[src/hw/rtl/skyp_pkg.sv]
`default_nettype none

package skyp_pkg;

   localparam int MAX_POINTS     = 64;
   localparam int MAX_DIMS       = 10;
   localparam int COORD_WIDTH    = 32;
   localparam int CFG_W          = 4;
   localparam int NUM_DIMS_RESET = 2;

   localparam int PT_W  = $clog2(MAX_POINTS);
   localparam int CNT_W = $clog2(MAX_POINTS + 1);
   localparam int DIM_W = $clog2(MAX_DIMS + 1);
   localparam int DIX_W = (MAX_DIMS > 1) ? $clog2(MAX_DIMS) : 1;

   typedef logic signed [COORD_WIDTH-1:0] coord_type;

   // value seen for a coordinate that a short point never received
   localparam coord_type COORD_MIN = coord_type'({1'b1, {(COORD_WIDTH-1){1'b0}}});

   typedef struct packed {
      logic load;
      logic start;
      logic next_k;
      logic next_j;
      logic drop;
      logic next_i;
      logic push;
      logic flush;
   } cmd_type;

   typedef struct packed {
      logic set_last;
      logic set_empty;
      logic j_eq_i;
      logic j_last;
      logic i_last;
      logic k_last;
      logic ge;
      logic dom;
      logic sky;
      logic pend_valid;
      logic out_free;
   } status_type;

   function automatic logic [DIM_W-1:0] eff_dims(input logic [CFG_W-1:0] cfg);
      logic [DIM_W-1:0] d;
      if (cfg == '0) begin
         d = DIM_W'(1);
      end else if (32'(cfg) > MAX_DIMS) begin
         d = DIM_W'(MAX_DIMS);
      end else begin
         d = DIM_W'(cfg);
      end
      return d;
   endfunction

endpackage

`default_nettype wire

[src/hw/rtl/skyp_ctrl.sv]
`default_nettype none

module skyp_ctrl (
   input  wire logic                  clock,
   input  wire logic                  reset,
   input  wire logic                  req_valid,
   input  wire skyp_pkg::status_type  status,
   output skyp_pkg::cmd_type          cmd,
   output logic                       req_stall
);
   import skyp_pkg::*;

   typedef enum logic [4:0] {
      ST_LOAD   = 5'b00001,
      ST_READ   = 5'b00010,
      ST_CMP    = 5'b00100,
      ST_DECIDE = 5'b01000,
      ST_FLUSH  = 5'b10000
   } state_type;

   state_type state_ff;
   state_type state_in;

   assign req_stall = reset || (state_ff != ST_LOAD);

   always_comb begin
      cmd      = '0;
      state_in = state_ff;
      unique case (state_ff)
         ST_LOAD: begin
            if (req_valid && !req_stall) begin
               cmd.load = 1'b1;
               if (status.set_last && !status.set_empty) begin
                  cmd.start = 1'b1;
                  state_in  = ST_READ;
               end
            end
         end
         ST_READ: begin
            // a point is never compared against itself
            if (status.j_eq_i) begin
               if (status.j_last) begin
                  state_in = ST_DECIDE;
               end else begin
                  cmd.next_j = 1'b1;
               end
            end else begin
               state_in = ST_CMP;
            end
         end
         ST_CMP: begin
            if (!status.ge || (status.k_last && !status.dom)) begin
               if (status.j_last) begin
                  state_in = ST_DECIDE;
               end else begin
                  cmd.next_j = 1'b1;
                  state_in   = ST_READ;
               end
            end else if (status.k_last) begin
               cmd.drop = 1'b1;
               state_in = ST_DECIDE;
            end else begin
               cmd.next_k = 1'b1;
               state_in   = ST_READ;
            end
         end
         ST_DECIDE: begin
            if (!status.sky || !status.pend_valid || status.out_free) begin
               cmd.push = status.sky;
               if (status.i_last) begin
                  state_in = ST_FLUSH;
               end else begin
                  cmd.next_i = 1'b1;
                  state_in   = ST_READ;
               end
            end
         end
         ST_FLUSH: begin
            if (!status.pend_valid) begin
               state_in = ST_LOAD;
            end else if (status.out_free) begin
               cmd.flush = 1'b1;
               state_in  = ST_LOAD;
            end
         end
         default: begin
            state_in = ST_LOAD;
         end
      endcase
   end

   always_ff @(posedge clock) begin
      if (reset) begin
         state_ff <= ST_LOAD;
      end else begin
         state_ff <= state_in;
      end
   end

endmodule

`default_nettype wire

[config.mk]
export PLATFORM = sky130hd
export DESIGN_NAME = skyp_ctrl
export DESIGN_NICKNAME = d
export VERILOG_FILES = /design/src/hw/rtl/skyp_pkg.sv /design/src/hw/rtl/skyp_ctrl.sv
export SDC_FILE = /design/constraint.sdc
export NUM_CORES = 1
export LEC_CHECK = 0
export BUFFER_PORTS_ARGS = -buffer_cell sky130_fd_sc_hd__buf_2
export CORE_AREA = 2 2 39 41
export CTS_BUF_LIST = sky130_fd_sc_hd__clkbuf_16
export CTS_CLUSTER_DIAMETER = 100
export DETAILED_ROUTE_END_ITERATION = 10
export DIE_AREA = 0 0 41 43
export GPL_ROUTABILITY_DRIVEN = 0
export GPL_TIMING_DRIVEN = 0
export MAX_ROUTING_LAYER = met4
export PLACE_DENSITY = 0.76
export RECOVER_POWER = 50
export SETUP_SLACK_MARGIN = 0.1
export SYNTH_ARGS = -nofsm -noshare
export SYNTH_HDL_FRONTEND = slang
export SYNTH_SLANG_ARGS = --single-unit
[constraint.sdc]
create_clock -name clock -period 1.3 [get_ports clock]
set_input_delay 0.39 -clock clock [delete_from_list [all_inputs] [get_ports clock]]
set_output_delay 0.39 -clock clock [all_outputs]
set_load 0.05 [all_outputs]
==> results of run 1 <==
-- logic make-up after synthesis --
logic type,Yosys count,share of synthesized area
AND/OR/NAND/NOR,35,0.457
AO/OA/AOI/OAI,15,0.270
flip-flops,5,0.220
buffers and inverters,4,0.0523
-- critical path, stage by stage (launching register included) --
cell and delay [ns]:
dfxtp_4 0.35, nor2_4 0.14, buf_4 0.14, nand4_1 0.17, a21oi_4 0.20, buf_6 0.17
-- final cells by class --
class	count	area, sq um	share of cell area
clock inverter	1	3.75	0.00343
tap	16	20.0	0.0183
clock buffer	3	75.1	0.0686
buffer	2	26.3	0.0240
timing repair buffer	39	342	0.312
multi-input combinational	50	507	0.463
sequential	5	114	0.104
inverter	2	7.51	0.00686
-- cells in the final DEF (no fill, tap or decap), types with 2 or more instances in the layout --
master,n
nor2_1,2
buf_6,10
buf_4,12
dfxtp_4,3
clkbuf_16,4
and3_4,2
nand2_1,2
nor2_2,2
nand4_1,2
buf_2,13
buf_8,5
and3b_2,2
nor3_4,3
o21ai_0,2
nor2_4,5
nand3b_1,3
nor3b_4,3
a21o_1,3
inv_1,3
dfxtp_2,2
nor2b_2,2
-- metrics by stage --
| stage | cell area [sq um] | total power [uW] | TNS (ns) |
|---|---|---|---|
| final | 1090 | 2200 | -4.69 |
| after CTS | 977 | 1930 | -4.32 |
| after floorplan | 603 | 1040 | -1.82 |
| after detailed placement | 733 | 1180 | -3.30 |
| after global routing | 1090 | 2290 | -5.26 |
| after global placement | 733 | 1160 | -3.16 |
-- worst max path at each step --
stage	startpoint	to	depth (start not counted)	slack, ns
final	state_ff[2]	cmd[4]	5	-0.48
after floorplan	state_ff[1]	cmd[1]	4	-0.28
after detailed placement	state_ff[0]	cmd[4]	5	-0.35
after CTS	state_ff[3]	cmd[4]	5	-0.46
after global routing	state_ff[4]	cmd[4]	5	-0.53
after global placement	state_ff[2]	cmd[7]	5	-0.36
-- where the power goes --
group / total, uW / internal [uW] / switching, uW
Sequential: 326 / 223 / 103
Combinational: 1360 / 754 / 608
Clock: 509 / 399 / 110
-- layer usage --
metal | wire length (um) | part of all wire | GRT usage
met1 | 735 | 0.37 | 0.232
met3 | 122 | 0.061 | 0.0366
met5 | 0 | 0 | -
met2 | 1080 | 0.54 | 0.406
met4 | 46 | 0.023 | 0.107
-- timing repair --
item | in CTS | in global routing
buffers inserted | 11 | 5
pin swaps | 9 | 6
cloned | 0 | 1
resized for setup | 24 | 15
endpoints found under the setup margin | 13 | 13
==> qor.txt, run 1 <==
outcome = complete, but fails checks
failing checks = negative setup slack
worst reg-to-reg setup slack = -0.24 ns
diode count = 0
die area = 1760 sq um
HP Start = status[8]
clk_lat worst skew = 0.23 ns
pwr/cell area = 2010 nW/um^2
Synth area leader = dfxtp_1
Largest regs = state_ff: 5 flops
setup repair after global routing missed its margin = true
Yosys reg bits = 5
ys flop type = dfxtp_1
antenna violations before repair = 0
clock sinks = 5
Biggest register = state_ff
Hold EP = state_ff[2]
vias post-DR = 662
CP arrival = 1.39 ns
Net Count, Synth = 73
static leakage = 0.000481 uW
setup ws final = -0.484 ns
Yosys warnings = 0
vias in the first global route = 657
CP Class = reg2out
Post-CTS Hold Fix Bufs = 0
Die Y = 43 um
FF-to-FF End = state_ff[4]
die width = 41 um
TritonCTS Buffers = 3
Starting Density = 0.328
synthesized area = 454 sq um
pin count of the biggest net entering global routing = 10
worst r2r path cells = 6
final net count = 117
Min Clock Period, post-route = 1.78 ns
Worst Clk Skew = 0.00272 ns
Slew @ Worst Pin = 0.281 ns
first-pass GRT wire length = 2.70 mm
CP Data Required Time = 0.91 ns
WL final = 1.99 mm
fin cells = 118
Max Slew Vio Count = 0
Synth top area share = 0.220
Slew Limit Headroom = 0.813
critical path peak fanout = 5
Final Hold Fails = 0
Final Cycle Share = 1.37
GRT Total Usage = 0.232
sequential cell area fraction in the yosys report = 0.220
post-DP HPWL = 1.04 mm
number of flip-flops in the largest register = 5
Max Freq = 561 MHz
max-cap violations = 0
clock-pin slew on the worst setup and hold paths = 0.03 ns
most frequent cells after synthesis = nor2_1, dfxtp_1, nand2_1
most common cell in the synthesized netlist = nor2_1
Syn Area/Cell = 7.70 sq um
Filler cells = 84
worst slack, placed = -0.354 ns
DRT iter0 DRCs = 13
Worst Hold Class = in2reg
DR pass1 iterations = 4
Min Hold Slack = 0.370 ns
num ports = 23
Worst Hold Depth = 2
element type at the critical path start = flip-flop
Core Area = 1380 sq um
vias per std cell = 5.61
Port Buffer Count = 22
share of cells above drive strength 1 = 0.775
gr ovfl total = 0
worst reg2reg path startpoint = state_ff[1]
final setup vio count = 13
Longest Clk Path Bufs = 2
VDD IR max = 1.45 mV
Post-DRT Antenna Nets = 0
ys async rst share = 0
Cells after Synth = 59
CTS tree = done
CP Capture Type = primary output
wire length per cell = 16.8 um
Synth-to-Final Area Change = 141%
synth top area cells = dfxtp_1, nor2_1, a21o_1
placed cells = 97
Cell variety after synth = 27
num rows = 14
Layout Utilization = 0.791
root buf cell = clkbuf_16
Post-synth EDFFs = 0
drc violations = 0
CTS H-tree lvls = 1
No activity file was read; power rests on OpenSTA's default activity.
==> run 2: changes to the inputs <==
Clock period 1.3 ns to 1.5 ns, I/O delays scaled along.
==> run 2 against run 1 <==
Against the previous run: the run still ends with negative setup slack left; non-clock buffer count decreased by 4; critical endpoint unchanged; highest routed layer unchanged; hold slack improved by 0.052 ns; first-iteration DRC count decreased by 46%; clock skew decreased by 0.0026 ns; setup slack improved by 0.15 ns; global-route usage decreased by 2.3 points.
==> qor.txt, run 2 (synthesis gave the netlist of run 1 again) <==
outcome = complete, but fails checks
failing checks = negative setup slack
clk_lat worst skew = 0.23 ns
first-pass GRT wire length = 2.49 mm
worst reg2reg path startpoint = state_ff[4]
Slew Limit Headroom = 0.795
num rows = 14
Worst Clk Skew = 0.000124 ns
vias per std cell = 5.46
cell-internal power = 1140 uW
crit path buf inv count = 1
Core Area = 1380 sq um
Largest regs = state_ff: 5 flops
met2 WL = 812 um
CP Data Required Time = 1.05 ns
commonest non-fill, non-tap cell in the layout = buf_2
clock sinks = 5
Port Buffer Count = 22
Max Freq = 546 MHz
diode count = 0
post-DP HPWL = 1.03 mm
CP Cell Sequence = nor3_4, and3b_2, nand2_2, a21oi_4, buf_6
Worst path slowest cell = dfxtp_2
P_sw = 654 uW
vias in the first global route = 601
CP top delay family = simple AND/OR/NAND/NOR gates
switch share = 0.365
Hold EP = state_ff[2]
gr ovfl total = 0
highest routed layer = met4
setup ws final = -0.332 ns
Die Y = 43 um
worst reg-to-reg setup slack = -0.12 ns
die width = 41 um
Sequential Power Share = 0.141
CP arrival = 1.38 ns
Final Cycle Share = 1.22
routed length on met3 = 90 um
Comb pwr share = 0.619
drc violations = 0
Min Clock Period, post-route = 1.83 ns
setup repair after global routing missed its margin = true
DRT iter0 DRCs = 7
wire length on met1 = 664 um
share of cells above drive strength 1 = 0.714
VDD IR max = 1.52 mV
Biggest register = state_ff
Starting Density = 0.328
critical path peak fanout = 4
most frequent cells in the layout = buf_2, buf_4, buf_6, buf_8, nor2_4
GRT Total Usage = 0.209
Post-CTS Hold Fix Bufs = 0
static leakage = 0.000450 uW
pin count of the biggest net entering global routing = 7
FF-to-FF End = state_ff[4]
antenna violations before repair = 0
Tot Pwr = 1790 uW
HP Start = status[8]
vias post-DR = 622
worst slack, placed = -0.291 ns
Synth-to-Final Area Change = 124%
number of flip-flops in the largest register = 5
CP Capture Type = primary output
Slew @ Worst Pin = 0.307 ns
Worst Hold Depth = 2
Post-DRT Antenna Nets = 0
CP Class = reg2out
final setup vio count = 13
max-cap violations = 0
wire length per cell = 13.9 um
root buf cell = clkbuf_16
pwr/cell area = 1760 nW/um^2
CTS H-tree lvls = 1
WL final = 1.58 mm
final net count = 113
CTS tree = done
element type at the critical path start = flip-flop
worst r2r path cells = 7
num ports = 23
die area = 1760 sq um
Final Hold Fails = 0
TritonCTS Buffers = 3
clock power share = 0.240
Layout Utilization = 0.734
Max Slew Vio Count = 0
DR pass1 iterations = 4
CP max stage delay = 0.34 ns
Longest Clk Path Bufs = 2
clock-pin slew on the worst setup and hold paths = 0.03 ns
Worst Hold Class = in2reg
run 2: changes by cell type in the layout (fill, tap and decap cells not counted), sizes merged:
cell and change:
clkbuf -1, buf -3
run 2: metrics by stage:
stage,hold WS (ns),area (sq um),setup TNS [ns],std cells
floorplan,0.523,589,-0.693,59
global placement,0.572,719,-1.76,97
detailed placement,0.588,719,-2.02,97
CTS,0.432,951,-2.59,110
global route,0.436,1020,-3.66,114
finish,0.422,1020,-2.83,114
run 2: layout make-up:
class / instances / area [sq um]
timing repair buffer: 35 / 290
clock buffer: 3 / 75.1
inverter: 2 / 7.51
multi-input combinational: 50 / 484
tap: 16 / 20.0
buffer: 2 / 26.3
fill: 106 / 368
clock inverter: 1 / 3.75
sequential: 5 / 109
run 2: worst max path at each step:
| stage | start | endpoint | slack, ns | cells after the start |
|---|---|---|---|---|
| 6_report | state_ff[4] | cmd[4] | -0.33 | 5 |
| 5_1_grt | state_ff[4] | cmd[4] | -0.40 | 5 |
| 3_5_place_dp | status[0] | cmd[2] | -0.29 | 5 |
| 2_1_floorplan | state_ff[1] | cmd[1] | -0.14 | 4 |
| 4_1_cts | state_ff[3] | cmd[4] | -0.34 | 5 |
| 3_3_place_gp | status[0] | cmd[2] | -0.26 | 5 |
run 2: power by group through the flow:
stage	logic (uW)	registers (uW)	clock network, uW
after floorplan	625	233	0
after global placement	725	246	0
after detailed placement	738	248	0
after CTS	985	249	431
after global routing	1180	261	439
final	1110	253	430
run 2: metal layers:
| metal | track usage | up-vias |
|---|---|---|
| li1 | - | 307 |
| met1 | 0.252 | 289 |
| met2 | 0.334 | 24 |
| met3 | 0.0314 | 2 |
| met4 | 0.0800 | 0 |
| met5 | - | - |
run 2: repair_timing:
| action | CTS | global route |
|---|---|---|
| setup buffers | 9 | 4 |
| endpoints found under the setup margin | 12 | 13 |
| pin swaps | 11 | 4 |
| gates resized for setup | 26 | 8 |
==> run 3: changes to the inputs <==
Settings changed: SETUP_SLACK_MARGIN 0.1 to unset.
==> run 3 against run 2 <==
Against the previous run: the run still ends with negative setup slack left; total power down 6.4%; critical path depth unchanged; sequential cell count unchanged; highest routed layer unchanged; die area unchanged; register-to-register slack better by 0.05 ns; hold slack worse by 0.0050 ns; largest power group unchanged; first-iteration DRC count up 29%; global-route usage down 1.5 points; clock skew about the same.
==> qor.txt, run 3 (synthesis gave the netlist of run 1 again) <==
Post-CTS Hold Fix Bufs = 0
CTS tree = done
Tot Pwr = 1680 uW
TritonCTS Buffers = 3
Die Y = 43 um
commonest non-fill, non-tap cell in the layout = buf_2
number of flip-flops in the largest register = 5
CP arrival = 1.40 ns
antenna violations before repair = 0
most frequent cells in the layout = buf_2, buf_4, buf_8, nor2_4
DR pass1 iterations = 4
VDD IR max = 1.10 mV
CTS H-tree lvls = 1
Starting Density = 0.328
element type at the critical path start = flip-flop
Port Buffer Count = 22
Design Area, Final = 996 sq um
placed cells = 97
DRT iter0 DRCs = 9
Longest Clk Path Bufs = 2
clock-pin slew on the worst setup and hold paths = 0.03 ns
critical path peak fanout = 6
Min Hold Slack = 0.417 ns
post-DP HPWL = 1.10 mm
wire length per cell = 14.3 um
max-cap violations = 0
Max Freq = 540 MHz
vias post-DR = 621
drc violations = 0
num ports = 23
setup repair after global routing missed its margin = true
vias in the first global route = 593
worst reg-to-reg setup slack = -0.07 ns
CP Class = reg2out
Slew Limit Headroom = 0.780
Biggest register = state_ff
pwr/cell area = 1680 nW/um^2
GRT Total Usage = 0.194
Worst Hold Class = in2reg
outcome = complete, but fails checks
static leakage = 0.000433 uW
Slew @ Worst Pin = 0.329 ns
Core Area = 1380 sq um
final setup vio count = 10
WL final = 1.60 mm
setup TNS = -2.50 ns
Synth-to-Final Area Change = 119%
final net count = 111
num rows = 14
die width = 41 um
die area = 1760 sq um
Final Cycle Share = 1.23
setup ws final = -0.351 ns
clk_lat worst skew = 0.23 ns
clock sinks = 5
Max Slew Vio Count = 0
pin count of the biggest net entering global routing = 10
Placed Area = 717 sq um
Largest regs = state_ff: 5 flops
Final Hold Fails = 0
first-pass GRT wire length = 2.31 mm
fin cells = 112
diode count = 0
failing checks = negative setup slack
gr ovfl total = 0
root buf cell = clkbuf_16
CP Data Required Time = 1.05 ns
vias per std cell = 5.54
share of cells above drive strength 1 = 0.740
CP Capture Type = primary output
Worst Clk Skew = 0.000303 ns
Min Clock Period, post-route = 1.85 ns
Post-DRT Antenna Nets = 0
run 3: worst paths after layout:
kind                    start           to  depth (start not counted)
hold reg to reg   state_ff[3]  state_ff[4]                          2
setup reg to reg  state_ff[3]  state_ff[3]                          5
setup / recovery  state_ff[3]       cmd[4]                          5
hold / removal      status[8]  state_ff[2]                          2
run 3: repair_timing:
action / 4_1_cts / 5_1_grt
hold endpoints to repair: 0 / 0
setup endpoints to repair: 12 / 11
pin swaps: 5 / 4
gates resized for setup: 21 / 16
buffers inserted: 5 / 7
run 3: final cells by class:
type / instances / area [sq um]
Buffer: 1 / 15.0
Clock buffer: 3 / 75.1
Clock inverter: 1 / 3.75
Fill cell: 97 / 388
Inverter: 2 / 7.51
Multi-Input combinational cell: 50 / 490
Sequential cell: 5 / 109
Tap cell: 16 / 20.0
Timing Repair Buffer: 34 / 275
run 3: metrics by stage:
step / utilization / setup slack [ns]
6_report: 0.720 / -0.351
3_3_place_gp: 0.518 / -0.264
3_5_place_dp: 0.518 / -0.279
2_1_floorplan: - / -0.147
5_1_grt: 0.720 / -0.418
4_1_cts: 0.644 / -0.376
run 3: critical path, cell delays in order (launching register included):
cell	delay, ns
dfxtp_4	0.37
nor3_4	0.17
and3b_2	0.27
nand2_2	0.08
a21oi_4	0.12
buf_6	0.17
run 3: routing by layer:
layer / vias to the layer above / share of wire / global-route usage
met5: - / 0 / -
met4: 0 / 0.016 / 0.0800
met3: 2 / 0.046 / 0.0314
met2: 23 / 0.55 / 0.347
met1: 298 / 0.39 / 0.192
li1: 298 / - / -
run 3: power breakdown:
group | switching (uW) | internal (uW)
sequential | 80.3 | 190
combinational | 473 | 503
clock | 86.0 | 345
